## config.mk

```make
export PLATFORM = sky130hd
export DESIGN_NAME = fir_filter_q15_circular_flat
export DESIGN_NICKNAME = d
export VERILOG_FILES = /design/src/rtl/fir_q15_pkg.sv /design/src/rtl/fir_q15_if.sv /design/src/rtl/fir_q15_dline.sv /design/src/rtl/fir_q15_mac.sv /design/src/rtl/fir_filter_q15_circular.sv /design/src/flat_wrapper.sv
export SDC_FILE = /design/constraint.sdc
export NUM_CORES = 1
export LEC_CHECK = 0
export ABC_AREA = 0
export BUFFER_PORTS_ARGS = -buffer_cell sky130_fd_sc_hd__buf_2
export CAP_MARGIN = 20
export CORE_MARGIN = 1.5
export CORE_UTILIZATION = 45
export DETAILED_ROUTE_END_ITERATION = 16
export HOLD_SLACK_MARGIN = 0.15
export SETUP_SLACK_MARGIN = 0.5
export SYNTH_ARGS = -nofsm -noshare
export SYNTH_HDL_FRONTEND = slang
export SYNTH_SLANG_ARGS = --single-unit
```

## constraint.sdc

```tcl
create_clock -name clock -period 15.5 [get_ports clock]
set_clock_uncertainty 0.15 [all_clocks]
set_input_delay 4.65 -clock clock [delete_from_list [all_inputs] [get_ports clock]]
set_output_delay 4.65 -clock clock [all_outputs]
set_load 0.02 [all_outputs]
```

## src/rtl/fir_q15_pkg.sv

```systemverilog
// ----------------------------------------------------------------------------
// fir_q15_pkg: shared types, constants and coefficient tables
// Holds the sizing constants of the Q15 FIR datapath, the control structs
// passed between its modules, the sequencer states and both coefficient ROMs.
// ----------------------------------------------------------------------------
package fir_q15_pkg;

   localparam int TAPS_DEFAULT = 40;
   localparam int SAMPLE_W     = 16;
   localparam int ACC_W        = 32;
   localparam int DIGIT_W      = 4;
   localparam int DIGITS       = SAMPLE_W / DIGIT_W;
   localparam int DIGIT_CNT_W  = $clog2(DIGITS);
   localparam int ROM_LEN      = 40;
   localparam int ROM_IDX_W    = $clog2(ROM_LEN);
   localparam int TAP_IDX_W    = 8;

   localparam logic signed [ACC_W-1:0] ACC_INIT = 32'sh0000_4000;
   localparam logic signed [ACC_W-1:0] RND_ADD  = 32'sh0000_8000;

   localparam logic FILTER_LOWPASS  = 1'b0;
   localparam logic FILTER_HIGHPASS = 1'b1;

   typedef enum logic [2:0] {
      ST_IDLE,
      ST_FETCH,
      ST_LOAD,
      ST_MUL,
      ST_ACC,
      ST_ROUND,
      ST_DONE
   } state_type;

   // Control of the digit-serial multiply-accumulate unit.
   typedef struct packed {
      logic init;   // load the accumulator with its starting value
      logic start;  // load coefficient and sample, clear the product
      logic step;   // consume one sample digit
      logic first;  // the digit of this step is the signed top digit
      logic accum;  // add the doubled product with saturation
      logic round;  // add the rounding constant with saturation
   } mac_ctrl_type;

   // Control of the delay line.
   typedef struct packed {
      logic write;    // store a new sample at the write index
      logic advance;  // move the write index on, wrapping at the tap count
   } dl_ctrl_type;

   localparam logic signed [SAMPLE_W-1:0] LOWPASS_ROM [ROM_LEN] = '{
      -16'sd61, -16'sd52, -16'sd64, -16'sd68, -16'sd58, -16'sd28, 16'sd29, 16'sd117,
      16'sd240, 16'sd400, 16'sd595, 16'sd820, 16'sd1069, 16'sd1330, 16'sd1591,
      16'sd1838, 16'sd2056, 16'sd2234, 16'sd2359, 16'sd2424, 16'sd2424, 16'sd2359,
      16'sd2234, 16'sd2056, 16'sd1838, 16'sd1591, 16'sd1330, 16'sd1069, 16'sd820,
      16'sd595, 16'sd400, 16'sd240, 16'sd117, 16'sd29, -16'sd28, -16'sd58, -16'sd68,
      -16'sd64, -16'sd52, -16'sd61
   };

   localparam logic signed [SAMPLE_W-1:0] HIGHPASS_ROM [ROM_LEN] = '{
      16'sd14, 16'sd29, 16'sd44, 16'sd45, 16'sd16, -16'sd53, -16'sd158, -16'sd273,
      -16'sd349, -16'sd324, -16'sd144, 16'sd207, 16'sd686, 16'sd1179, 16'sd1504,
      16'sd1434, 16'sd707, -16'sd1043, -16'sd4850, -16'sd20119, 16'sd20119,
      16'sd4850, 16'sd1043, -16'sd707, -16'sd1434, -16'sd1504, -16'sd1179,
      -16'sd686, -16'sd207, 16'sd144, 16'sd324, 16'sd349, 16'sd273, 16'sd158,
      16'sd53, -16'sd16, -16'sd45, -16'sd44, -16'sd29, -16'sd14
   };

   // Coefficient of one tap; taps past the end of the tables weigh zero.
   function automatic logic signed [SAMPLE_W-1:0] coef_at(
      input logic                 sel,
      input logic [TAP_IDX_W-1:0] idx
   );
      logic signed [SAMPLE_W-1:0] coef;
      coef = '0;
      if (idx < TAP_IDX_W'(ROM_LEN)) begin
         if (sel == FILTER_HIGHPASS) begin
            coef = HIGHPASS_ROM[idx[ROM_IDX_W-1:0]];
         end else begin
            coef = LOWPASS_ROM[idx[ROM_IDX_W-1:0]];
         end
      end
      return coef;
   endfunction

endpackage

```

## src/rtl/fir_q15_if.sv

```systemverilog
// ----------------------------------------------------------------------------
// fir_q15 stream interfaces
// Valid/ready channels for the sample beats going in and the filtered
// sample beats coming out.
// ----------------------------------------------------------------------------
interface fir_q15_req_if;
   logic                                       valid;
   logic                                       ready;
   logic signed [fir_q15_pkg::SAMPLE_W-1:0]    sample_in;

   modport source (output valid, output sample_in, input ready);
   modport sink   (input valid, input sample_in, output ready);
endinterface

interface fir_q15_rsp_if;
   logic                                       valid;
   logic                                       ready;
   logic signed [fir_q15_pkg::SAMPLE_W-1:0]    sample_out;

   modport source (output valid, output sample_out, input ready);
   modport sink   (input valid, input sample_out, output ready);
endinterface

```

## src/rtl/fir_q15_dline.sv

```systemverilog
// ----------------------------------------------------------------------------
// fir_q15_dline: circular sample delay line
// Sample memory with one write and one registered read port, a valid bit per
// entry so that unwritten entries read as zero, and the circular write index.
// ----------------------------------------------------------------------------
module fir_q15_dline #(
   parameter int TAPS  = fir_q15_pkg::TAPS_DEFAULT,
   parameter int IDX_W = $clog2(TAPS)
) (
   input  logic                                    clock,
   input  logic                                    reset,
   input  fir_q15_pkg::dl_ctrl_type                ctrl,
   input  logic signed [fir_q15_pkg::SAMPLE_W-1:0] wr_data,
   output logic [IDX_W-1:0]                        wr_idx,
   input  logic [IDX_W-1:0]                        rd_addr,
   output logic signed [fir_q15_pkg::SAMPLE_W-1:0] rd_data
);

   logic signed [fir_q15_pkg::SAMPLE_W-1:0] mem_ff [TAPS];
   logic [TAPS-1:0]                         valid_ff;
   logic [TAPS-1:0]                         valid_in;
   logic [IDX_W-1:0]                        wr_idx_ff;
   logic [IDX_W-1:0]                        wr_idx_in;
   logic signed [fir_q15_pkg::SAMPLE_W-1:0] rd_data_ff;
   logic                                    rd_vld_ff;

   always_comb begin
      valid_in  = valid_ff;
      wr_idx_in = wr_idx_ff;
      if (ctrl.write) begin
         valid_in[wr_idx_ff] = 1'b1;
      end
      if (ctrl.advance) begin
         if (wr_idx_ff == IDX_W'(TAPS - 1)) begin
            wr_idx_in = '0;
         end else begin
            wr_idx_in = wr_idx_ff + IDX_W'(1);
         end
      end
   end

   always_ff @(posedge clock) begin
      if (reset) begin
         valid_ff  <= '0;
         wr_idx_ff <= '0;
      end else begin
         valid_ff  <= valid_in;
         wr_idx_ff <= wr_idx_in;
      end
   end

   always_ff @(posedge clock) begin
      if (ctrl.write) begin
         mem_ff[wr_idx_ff] <= wr_data;
      end
      rd_data_ff <= mem_ff[rd_addr];
   end

   // The valid flag is sampled together with the data it qualifies.
   always_ff @(posedge clock) begin
      if (reset) begin
         rd_vld_ff <= 1'b0;
      end else begin
         rd_vld_ff <= valid_ff[rd_addr];
      end
   end

   assign wr_idx  = wr_idx_ff;
   assign rd_data = rd_vld_ff ? rd_data_ff : '0;

endmodule

```

## src/rtl/fir_q15_mac.sv

```systemverilog
// ----------------------------------------------------------------------------
// fir_q15_mac: digit-serial multiply-accumulate unit
// Multiplies a coefficient by a sample one four-bit digit per cycle, most
// significant digit first, then adds the doubled product into a saturating
// 32-bit accumulator. Also performs the final rounding addition.
// ----------------------------------------------------------------------------
module fir_q15_mac (
   input  logic                                    clock,
   input  fir_q15_pkg::mac_ctrl_type               ctrl,
   input  logic signed [fir_q15_pkg::SAMPLE_W-1:0] coef,
   input  logic signed [fir_q15_pkg::SAMPLE_W-1:0] sample,
   output logic signed [fir_q15_pkg::SAMPLE_W-1:0] result
);

   localparam int PP_W  = fir_q15_pkg::SAMPLE_W + fir_q15_pkg::DIGIT_W + 1;
   localparam int SUM_W = fir_q15_pkg::ACC_W + 2;

   logic signed [fir_q15_pkg::SAMPLE_W-1:0] coef_ff;
   logic signed [fir_q15_pkg::SAMPLE_W-1:0] coef_in;
   logic [fir_q15_pkg::SAMPLE_W-1:0]        shift_ff;
   logic [fir_q15_pkg::SAMPLE_W-1:0]        shift_in;
   logic signed [fir_q15_pkg::ACC_W-1:0]    prod_ff;
   logic signed [fir_q15_pkg::ACC_W-1:0]    prod_in;
   logic signed [fir_q15_pkg::ACC_W-1:0]    acc_ff;
   logic signed [fir_q15_pkg::ACC_W-1:0]    acc_in;
   logic [fir_q15_pkg::DIGIT_W-1:0]         digit;
   logic signed [fir_q15_pkg::DIGIT_W:0]    digit_s;
   logic signed [PP_W-1:0]                  pp;
   logic signed [SUM_W-1:0]                 addend;
   logic signed [SUM_W-1:0]                 sum;

   // Clamp a widened sum back into the signed 32-bit range.
   function automatic logic signed [fir_q15_pkg::ACC_W-1:0] sat32(
      input logic signed [SUM_W-1:0] v
   );
      logic signed [fir_q15_pkg::ACC_W-1:0] r;
      r = v[fir_q15_pkg::ACC_W-1:0];
      if (v[SUM_W-1:fir_q15_pkg::ACC_W-1] != '0 && v[SUM_W-1:fir_q15_pkg::ACC_W-1] != '1) begin
         r = v[SUM_W-1] ? {1'b1, {(fir_q15_pkg::ACC_W-1){1'b0}}}
                        : {1'b0, {(fir_q15_pkg::ACC_W-1){1'b1}}};
      end
      return r;
   endfunction

   // The top digit carries the sign of the sample; the others are unsigned.
   assign digit   = shift_ff[fir_q15_pkg::SAMPLE_W-1 -: fir_q15_pkg::DIGIT_W];
   assign digit_s = ctrl.first ? {digit[fir_q15_pkg::DIGIT_W-1], digit} : {1'b0, digit};
   assign pp      = coef_ff * digit_s;

   // Only one of the two addends is in use in a given cycle.
   always_comb begin
      if (ctrl.round) begin
         addend = SUM_W'(fir_q15_pkg::RND_ADD);
      end else begin
         addend = {prod_ff[fir_q15_pkg::ACC_W-1], prod_ff, 1'b0};
      end
      sum = {{2{acc_ff[fir_q15_pkg::ACC_W-1]}}, acc_ff} + addend;
   end

   always_comb begin
      coef_in  = coef_ff;
      shift_in = shift_ff;
      prod_in  = prod_ff;
      acc_in   = acc_ff;
      if (ctrl.start) begin
         coef_in  = coef;
         shift_in = sample;
         prod_in  = '0;
      end else if (ctrl.step) begin
         shift_in = shift_ff << fir_q15_pkg::DIGIT_W;
         prod_in  = (prod_ff <<< fir_q15_pkg::DIGIT_W)
                  + {{(fir_q15_pkg::ACC_W-PP_W){pp[PP_W-1]}}, pp};
      end
      if (ctrl.init) begin
         acc_in = fir_q15_pkg::ACC_INIT;
      end else if (ctrl.accum || ctrl.round) begin
         acc_in = sat32(sum);
      end
   end

   always_ff @(posedge clock) begin
      coef_ff  <= coef_in;
      shift_ff <= shift_in;
      prod_ff  <= prod_in;
      acc_ff   <= acc_in;
   end

   assign result = acc_ff[fir_q15_pkg::ACC_W-1 -: fir_q15_pkg::SAMPLE_W];

endmodule

```

## src/rtl/fir_filter_q15_circular.sv

```systemverilog
// A result beat is offered once each tap has run fetch, load, digit-serial
// multiply and saturating add and the sum has been rounded. One sample is
// worked on at a time: a new sample beat is taken only after the result has
// entered the output register.
// Reset (synchronous, active high) empties the delay line through its valid
// bits at once, zeroes the write index and selects the lowpass set.
// ----------------------------------------------------------------------------
// fir_filter_q15_circular: forty-tap Q15 FIR filter, circular delay line
// Top level: sequencer, filter select register and output register around
// the delay line and the digit-serial multiply-accumulate unit.
// ----------------------------------------------------------------------------
module fir_filter_q15_circular #(
   parameter int TAPS = fir_q15_pkg::TAPS_DEFAULT
) (
   input  logic              clock,
   input  logic              reset,
   fir_q15_req_if.sink       req_bus,
   fir_q15_rsp_if.source     rsp_bus,
   input  logic              csr_wr_en,
   input  logic              csr_wr_data
);

   localparam int IDX_W = $clog2(TAPS);

   // Sequencer state. A sample beat is taken only in IDLE. Each tap then runs
   // FETCH (memory read issued), LOAD (coefficient and sample into the MAC),
   // MUL (one sample digit per cycle) and ACC (saturating add). ROUND adds the
   // rounding constant, and DONE hands the result to the output register.
   fir_q15_pkg::state_type                  state_ff;
   fir_q15_pkg::state_type                  state_in;

   logic [IDX_W-1:0]                        tap_ff;
   logic [IDX_W-1:0]                        tap_in;
   logic [IDX_W-1:0]                        pos_ff;
   logic [IDX_W-1:0]                        pos_in;
   logic [fir_q15_pkg::DIGIT_CNT_W-1:0]     dig_cnt_ff;
   logic [fir_q15_pkg::DIGIT_CNT_W-1:0]     dig_cnt_in;
   logic                                    filter_sel_ff;
   logic                                    rsp_valid_ff;
   logic                                    rsp_valid_in;
   logic signed [fir_q15_pkg::SAMPLE_W-1:0] sample_out_ff;
   logic signed [fir_q15_pkg::SAMPLE_W-1:0] sample_out_in;

   fir_q15_pkg::mac_ctrl_type               mac_ctrl;
   fir_q15_pkg::dl_ctrl_type                dl_ctrl;
   logic [IDX_W-1:0]                        wr_idx;
   logic signed [fir_q15_pkg::SAMPLE_W-1:0] rd_sample;
   logic signed [fir_q15_pkg::SAMPLE_W-1:0] coef;
   logic signed [fir_q15_pkg::SAMPLE_W-1:0] mac_result;
   logic                                    in_beat;
   logic                                    out_free;
   logic                                    last_tap;
   logic                                    last_digit;

   assign in_beat    = req_bus.valid && req_bus.ready;
   assign out_free   = !rsp_valid_ff || rsp_bus.ready;
   assign last_tap   = (tap_ff == IDX_W'(TAPS - 1));
   assign last_digit = (dig_cnt_ff == fir_q15_pkg::DIGIT_CNT_W'(fir_q15_pkg::DIGITS - 1));

   // Coefficients are looked up by tap number, newest sample first.
   assign coef = fir_q15_pkg::coef_at(filter_sel_ff, fir_q15_pkg::TAP_IDX_W'(tap_ff));

   // Next state.
   always_comb begin
      state_in = state_ff;
      unique case (state_ff)
         fir_q15_pkg::ST_IDLE: begin
            if (req_bus.valid) begin
               state_in = fir_q15_pkg::ST_FETCH;
            end
         end
         fir_q15_pkg::ST_FETCH: state_in = fir_q15_pkg::ST_LOAD;
         fir_q15_pkg::ST_LOAD:  state_in = fir_q15_pkg::ST_MUL;
         fir_q15_pkg::ST_MUL: begin
            if (last_digit) begin
               state_in = fir_q15_pkg::ST_ACC;
            end
         end
         fir_q15_pkg::ST_ACC: begin
            if (last_tap) begin
               state_in = fir_q15_pkg::ST_ROUND;
            end else begin
               state_in = fir_q15_pkg::ST_FETCH;
            end
         end
         fir_q15_pkg::ST_ROUND: state_in = fir_q15_pkg::ST_DONE;
         fir_q15_pkg::ST_DONE: begin
            if (out_free) begin
               state_in = fir_q15_pkg::ST_IDLE;
            end
         end
         default: state_in = fir_q15_pkg::ST_IDLE;
      endcase
   end

   // Outputs and datapath control.
   always_comb begin
      req_bus.ready = 1'b0;
      mac_ctrl      = '0;
      dl_ctrl       = '0;
      tap_in        = tap_ff;
      pos_in        = pos_ff;
      dig_cnt_in    = dig_cnt_ff;
      rsp_valid_in  = rsp_valid_ff && !rsp_bus.ready;
      sample_out_in = sample_out_ff;
      unique case (state_ff)
         fir_q15_pkg::ST_IDLE: begin
            req_bus.ready = 1'b1;
            if (in_beat) begin
               dl_ctrl.write = 1'b1;
               mac_ctrl.init = 1'b1;
               tap_in        = '0;
               pos_in        = wr_idx;
            end
         end
         fir_q15_pkg::ST_FETCH: begin
            // The read address is pos_ff; data arrives for LOAD.
         end
         fir_q15_pkg::ST_LOAD: begin
            mac_ctrl.start = 1'b1;
            dig_cnt_in     = '0;
         end
         fir_q15_pkg::ST_MUL: begin
            mac_ctrl.step  = 1'b1;
            mac_ctrl.first = (dig_cnt_ff == '0);
            dig_cnt_in     = dig_cnt_ff + fir_q15_pkg::DIGIT_CNT_W'(1);
         end
         fir_q15_pkg::ST_ACC: begin
            mac_ctrl.accum = 1'b1;
            tap_in         = tap_ff + IDX_W'(1);
            // Walk backward through the circular buffer toward older samples.
            if (pos_ff == '0) begin
               pos_in = IDX_W'(TAPS - 1);
            end else begin
               pos_in = pos_ff - IDX_W'(1);
            end
         end
         fir_q15_pkg::ST_ROUND: begin
            mac_ctrl.round  = 1'b1;
            dl_ctrl.advance = 1'b1;
         end
         fir_q15_pkg::ST_DONE: begin
            if (out_free) begin
               rsp_valid_in  = 1'b1;
               sample_out_in = mac_result;
            end
         end
         default: begin
         end
      endcase
   end

   always_ff @(posedge clock) begin
      if (reset) begin
         state_ff      <= fir_q15_pkg::ST_IDLE;
         filter_sel_ff <= fir_q15_pkg::FILTER_LOWPASS;
         rsp_valid_ff  <= 1'b0;
         tap_ff        <= '0;
         pos_ff        <= '0;
         dig_cnt_ff    <= '0;
      end else begin
         state_ff     <= state_in;
         rsp_valid_ff <= rsp_valid_in;
         tap_ff       <= tap_in;
         pos_ff       <= pos_in;
         dig_cnt_ff   <= dig_cnt_in;
         if (csr_wr_en) begin
            filter_sel_ff <= csr_wr_data;
         end
      end
   end

   // The output holding register needs no reset; valid qualifies it.
   always_ff @(posedge clock) begin
      sample_out_ff <= sample_out_in;
   end

   assign rsp_bus.valid      = rsp_valid_ff;
   assign rsp_bus.sample_out = sample_out_ff;

   fir_q15_dline #(
      .TAPS  (TAPS),
      .IDX_W (IDX_W)
   ) u_dline (
      .clock   (clock),
      .reset   (reset),
      .ctrl    (dl_ctrl),
      .wr_data (req_bus.sample_in),
      .wr_idx  (wr_idx),
      .rd_addr (pos_ff),
      .rd_data (rd_sample)
   );

   fir_q15_mac u_mac (
      .clock  (clock),
      .ctrl   (mac_ctrl),
      .coef   (coef),
      .sample (rd_sample),
      .result (mac_result)
   );

endmodule

```

## src/flat_wrapper.sv

```systemverilog
// flat-port wrapper written by rule: the top's interface ports become plain ports
module fir_filter_q15_circular_flat 
#(
   parameter int TAPS = fir_q15_pkg::TAPS_DEFAULT
)
  (clock, reset, csr_wr_en, csr_wr_data, req_bus_valid, req_bus_sample_in, req_bus_ready, rsp_bus_valid, rsp_bus_sample_out, rsp_bus_ready);
  fir_q15_req_if req_bus_i ();
  fir_q15_rsp_if rsp_bus_i ();
  input  logic clock;
  input  logic reset;
  input  logic csr_wr_en;
  input  logic csr_wr_data;
  input wire logic [$bits(req_bus_i.valid)-1:0] req_bus_valid;
  input wire logic [$bits(req_bus_i.sample_in)-1:0] req_bus_sample_in;
  output wire logic [$bits(req_bus_i.ready)-1:0] req_bus_ready;
  output wire logic [$bits(rsp_bus_i.valid)-1:0] rsp_bus_valid;
  output wire logic [$bits(rsp_bus_i.sample_out)-1:0] rsp_bus_sample_out;
  input wire logic [$bits(rsp_bus_i.ready)-1:0] rsp_bus_ready;
  assign req_bus_i.valid = req_bus_valid;
  assign req_bus_i.sample_in = req_bus_sample_in;
  assign req_bus_ready = req_bus_i.ready;
  assign rsp_bus_valid = rsp_bus_i.valid;
  assign rsp_bus_sample_out = rsp_bus_i.sample_out;
  assign rsp_bus_i.ready = rsp_bus_ready;
  fir_filter_q15_circular #(.TAPS(TAPS)) u_core (.clock(clock), .reset(reset), .req_bus(req_bus_i), .rsp_bus(rsp_bus_i), .csr_wr_en(csr_wr_en), .csr_wr_data(csr_wr_data));
endmodule
```

# --- Yosys cells after proc, flatten, opt, wreduce, memory -nomap -nowiden ---
# Memories as Yosys holds them, arrays and structs flattened. A register that Yosys moved wholly into a read port is not among the register bits.
# Cells that the tools add are included.
totals:
  ramBits: 640
  mem_bits_ro: 2048
  memories: 3
  wordCells: 102
  input_bits: 22
  ff_bits: 178
classes:
  n_eq_ne: 14
  bitwise: 2
  n_reduce_logical: 18
  muxes: 39
  n_mul: 1
  n_lt_le_gt_ge: 5
  addsub: 6
mem_list:
  columns: ["name", "depth", "width", "rd", "rd_ports_with_merged_regs", "wr", "line", "source"]
  rows:
  - ["(no name shown)", 64, 16, 1, 0, 0, "fir_q15_pkg.sv:77", "coef = HIGHPASS_ROM[idx[ROM_IDX_W-1:0]];"]
  - ["(no name shown)", 64, 16, 1, 0, 0, "fir_q15_pkg.sv:79", "coef = LOWPASS_ROM[idx[ROM_IDX_W-1:0]];"]
  - ["u_core.u_dline.mem_ff", 40, 16, 1, 1, 1, "fir_q15_dline.sv:19", "logic signed [fir_q15_pkg::SAMPLE_W-1:0] mem_ff [TAPS];"]
op_table:
  columns: ["operator", "n"]
  rows:
  - ["2-to-1 mux 16 bit", 8]
  - ["2-to-1 mux 32 bit", 2]
  - ["OR 40 bit", 1]
  - ["adder 34 bit", 1]
  - ["2-to-1 mux 34 bit", 1]
  - ["adder 32 bit", 1]
  - ["2-to-1 mux 6 bit", 4]
  - ["case mux 6 bit (2 select lines)", 2]
  - ["multiplier 16 x 5 -> 21 bit", 1]
  - ["case mux 3 bit (7 select lines)", 1]
  - ["< comparator 6 x 7 -> 1 bit, second input constant", 2]
  - ["adder 6 x 1 -> 6 bit, second input constant", 2]
  - ["equality test 6 bit, second input constant", 2]
  - ["2-to-1 mux 1 bit", 12]
  - ["2-to-1 mux 3 bit", 4]
  - ["equality test 3 bit, second input constant", 3]
  - ["greater-or-equal comparator 7 bit, second input constant", 1]
  - ["inverter 6 -> 7 bit", 1]
  - ["binary-select mux 1 bit (select 6 bit)", 1]
  - ["demux 1 bit (select 6 bit)", 1]
  - ["equality test 3 x 2 -> 1 bit, second input constant", 2]
  - ["greater-or-equal comparator 6 x 1 -> 1 bit, second input constant", 1]
  - ["zero test 6 bit", 1]
  - ["< comparator 6 bit, second input constant", 1]
  - ["19 further kinds", 29]

# --- Logic depth before layout (Yosys ltp) ---
depth:
  ltp_word: 7
  depth_mapped: 32
  mapped_depth_nobuf: 29

# --- Modules after synthesis ---
# A second synthesis with hierarchy kept.
hier_totals:
  cells_unflattened: 2940
  area_unflattened_um2: 39989.6
modules_own_cells:
  columns: ["mod", "instances", "area_each_um2", "cells_each", "seq_area_each_um2"]
  rows:
  - ["fir_q15_dline", 1, 27029.7, 1406, 20479.6]
  - ["fir_q15_mac", 1, 9648.0, 1101, 2222.1]
  - ["fir_filter_q15_circular", 1, 3311.9, 433, 860.8]

# --- Worst setup path after synthesis ---
# Ideal clock, no wire load.
synth_path:
  path_type: "register to register"
  from: "register u_core.state_ff[2]"
  to: "register u_core.u_mac.prod_ff[31] (netlist bit)"
  path_stages_with_launch: 27
  path_slack_ns: 7.921
  period_less_slack_ns: 7.579
  t_arrival_ns: 7.307
  required_ns: 15.228
  n_path_buf: 3
  path_cell_list: "dfxtp_1 clkbuf_1 nand2b_1 clkbuf_1 nor2_1 nand3_1 or2_2 fa_1 fa_1 fa_1 inv_1 ha_1 a211oi_1 o21ai_0 a2111oi_1 o31ai_1 a221o_1 a21oi_1 xor2_1 ha_1 clkbuf_1 a21o_1 a21o_1 a21o_1 a221oi_1 o21ai_0 a221o_1"
synth_between:
  elab_chain_len: 5
synth_lines:
  columns: ["element", "line", "source"]
  rows:
  - ["from (decl)", "fir_filter_q15_circular.sv:29", "fir_q15_pkg::state_type state_ff;"]
  - ["from (signal assigned)", "fir_filter_q15_circular.sv:155", "state_ff <= fir_q15_pkg::ST_IDLE;"]
  - ["from (signal assigned)", "fir_filter_q15_circular.sv:162", "state_ff <= state_in;"]
  - ["equality test 3 x 2 -> 1 bit", "fir_filter_q15_circular.sv:106", "unique case (state_ff)"]
  - ["2-to-1 mux 2 bit", "fir_filter_q15_circular.sv:106", null]
  - ["2-to-1 mux 5 bit", "fir_q15_mac.sv:47", "assign digit_s = ctrl.first ? {digit[fir_q15_pkg::DIGIT_W-1], digit} : {1'b0, digit};"]
  - ["multiplier 16 x 5 -> 21 bit", "fir_q15_mac.sv:48", "assign pp = coef_ff * digit_s;"]
  - ["adder 32 bit", "fir_q15_mac.sv:72", "+ {{(fir_q15_pkg::ACC_W-PP_W){pp[PP_W-1]}}, pp};"]
  - ["to (signal assigned)", "fir_q15_mac.sv:84", "prod_ff <= prod_in;"]
  - ["to (decl)", "fir_q15_mac.sv:22", "logic signed [fir_q15_pkg::ACC_W-1:0] prod_ff;"]
# Parallel ways exist; a longest one is shown, timed or not.
# A chain may end at the register's enable or synchronous reset.

# --- Final worst setup path ---
layout_path:
  from: "register u_core.state_ff[0]"
  to: "register u_core.u_mac.prod_ff[31] (netlist bit)"
# The elaborated chain is that of the path after synthesis.

==> results by group <==
Outcome
  • Status: complete, no violations

Power
  • Sw Share: 30.0%
  • PD cells: approximately 150 mW/mm2
  • Power share of the sequential group: between 30% and 40%
  • Clock power share: 34.7%
  • Switching Power: between 1.5 and 2 mW
  • Worst vdd ir: between 0.09 and 0.1 mV
  • Int Power: between 4 and 5 mW
  • Comb pwr share: 25.8%
  • Leakage: between 15 and 20 nW

Setup path
  • Critical Path AT: 9.47 ns
  • Reg2reg start: u_core.state_ff[0]
  • CP endpoint kind: register
  • Critical Path Start: u_core.state_ff[0]
  • Crit-path leading delay family: compound AO/OA/AOI/OAI gates
  • Setup crit start kind: register
  • Worst setup path class: register to register
  • CP max stage delay: slightly above 0.7 ns
  • CP max stage cell: dfxtp_1
  • Crit path max fanout: 18
  • Required @ worst endpoint: around 16 ns
  • WP buf/inv: 2

Clock network
  • Post-cts sizing count: 0
  • Cts bufs inserted: 88
  • CTS tree: yes
  • Hold Buf Count CTS: 0
  • Clock slew at reported path FFs: 0.06 ns
  • Root Buffer: clkbuf_16
  • Setup bufs post-CTS: 0
  • Clock Latency Late Sink: between 0.6 and 0.7 ns
  • Worst-case clock buffer depth: 3
  • H-tree depth: 3
  • Clock sinks: 832

Placement
  • Input/output buffers: 39
  • Dpl cells: just under 4000
  • Final HPWL DP: roughly 57000 um
  • Setup WS pre-CTS: about 6.4 ns
  • Placer Congestion: between 0.8 and 0.9

Global route
  • Vias in the first global route: approximately 24000
  • Total track usage: between 20% and 30%
  • Total gr overflow: 0
  • Initial antenna violation count: 0
  • First-pass GRT wire length: ~140000 um
  • Pin count of the biggest net entering global routing: between 100 and 150

Die
  • Num rows: about 110
  • Die H: 298 um
  • Core Box Area: ~0.086 mm2
  • IO Count: 40
  • Starting Density: between 40% and 50%
  • Die area: 0.0887 mm2
  • Die W: a little under 300 um

Final layout
  • Finished Layout Cells: roughly 4100
  • Synth-to-layout area growth: 12.2%
  • Fin nets: around 3000
  • Antenna Cells: 0
  • Layout cells sized above 1: between 10% and 20%

Drt
  • Post-DR wirelength/cell: between 20 and 25 um
  • Final WL: 93600 um
  • Vias: 23400
  • # DRC: 0
  • First-pass DRT Iterations: 8
  • Initial DRC count: about 2000
  • Vias per inst: approximately 5.8
  • ANT nets after route: 0

Synthesis
  • Ys Warns: 0
  • Synth area leaders: edfxtp_1 53%, mux4_2 12%, dfxtp_1 7.4%, ha_1 3.9%, fa_1 2.7%
  • Asr flop ratio synth: 0%
  • Post-synth top cells: 687 x edfxtp_1, 244 x nor2_1, 205 x mux4_2
  • Number of distinct library cells after synthesis: 80
  • Post-synthesis cell count: between 2000 and 3000
  • Syn nets: 2979
  • Synth Flop Type: edfxtp_1
  • Count leader, synth: edfxtp_1
  • Syn Std Cell Area: between 0.03 and 0.04 mm2
  • Yosys top cell area share: between 50% and 60%
  • Post-synth top area cell: edfxtp_1
  • Seq/Total Area, Yosys: 60.2%
  • Synthesized flop and latch total: between 800 and 900
  • Post-synth EDFFs: 687
  • Synthesized area per cell: 14.1 um2

STA
  • Max-slew headroom: 31.5%
  • Post-Route Setup TNS: 0 ns
  • Setup slack after layout: approximately 6.4 ns
  • WHS: 0.311 ns
  • Final Hold Fails: 0
  • Final period util: between 50% and 60%
  • Slew Viols, Final: 0
  • Worst Tran Pin Value: about 1.0 ns
  • Fin crit period: 9.08 ns
  • Finish-stage setup viols: 0
  • Achievable Freq: about 110 MHz
  • RSZ-0062 raised after global routing: no

Min path
  • Worst min-delay path class: register to register
  • Hold Startpoint: u_core.u_mac.acc_ff[27]

Job
  • Max-cap violations: 0
layout by cell type (no fill, tap or decap), types with 52 or more instances in the layout:
cell type	count
o21ai_0	132
dfxtp_1	140
a21oi_1	166
fa_1	52
mux4_2	205
and2_1	92
nand2_1	147
ha_1	123
clkbuf_16	90
buf_4	62
nand3_1	73
nor2_1	229
inv_1	133
edfxtp_1	687
power by group through the flow:
stage | Sequential, mW | Clock, mW | Combinational [mW]
floorplan | 2.56 | 0 | 1.29
global placement | 2.60 | 0 | 1.62
detailed placement | 2.60 | 0 | 1.66
CTS | 2.55 | 2.28 | 1.67
global route | 2.56 | 2.37 | 1.86
finish | 2.55 | 2.24 | 1.66
state kept, by name, indices dropped and copies added (netlist names), 2 cells and up:
register and flops:
u_core.u_mac.prod_ff 32, u_core.tap_ff 6, u_core.u_dline.valid_ff 40, u_core.u_mac.coef_ff 15, u_core.u_mac.acc_ff 31, u_core.u_dline.rd_data_ff 16
u_core.rsp_bus.sample_out 16, u_core.u_mac.shift_ff 16, u_core.pos_ff 6, u_core.u_dline.mem_ff 640, u_core.dig_cnt_ff 2, u_core.state_ff 3
u_core.u_dline.wr_idx 6
routing by layer:
metal / GRT usage (%) / vias to the layer above / share of wire [%]
li1: - / 10600 / -
met1: 27.4 / 12000 / 41
met2: 36.2 / 652 / 50
met3: 3.16 / 151 / 5.1
met4: 7.52 / 0 / 3.2
met5: 0 / - / 0
layout make-up:
class	count	area (um2)
clock buffers	114	2390
clock inverters	51	728
fillers	7252	41800
inverters	134	503
multi-input cells	1672	14600
flip-flops and latches	832	23500
well taps	1144	1430
repair buffers	103	708
path summary, 6_finish.rpt:
check | cells after the start | endpoint | slack [ns]
worst max-delay path | 27 | u_core.u_mac.prod_ff[31] | 6.42
worst min-delay path | 0 | u_core.rsp_bus.sample_out[11] | 0.31
worst max register to register | 27 | u_core.u_mac.prod_ff[31] | 6.42
worst min register to register | 0 | u_core.rsp_bus.sample_out[11] | 0.31
cells by family after synthesis:
kind of cell | after synthesis | synth area share (%)
flops | 832 | 60.2
simple gates | 701 | 8.49
mux | 232 | 12.5
fa+ha+maj | 175 | 6.60
xor+xnor | 67 | 1.54
buf+inv | 278 | 2.75
compound gates | 497 | 7.97
metrics by stage:
step                area [um2]  power, mW  util (%)
global route             43900       6.79      51.2
floorplan                39100       3.85         -
finish                   43900       6.45      51.2
global placement         40700       4.22      47.5
CTS                      43800       6.50      51.2
detailed placement       40700       4.25      47.5
Power figures use the tool's default switching activity.
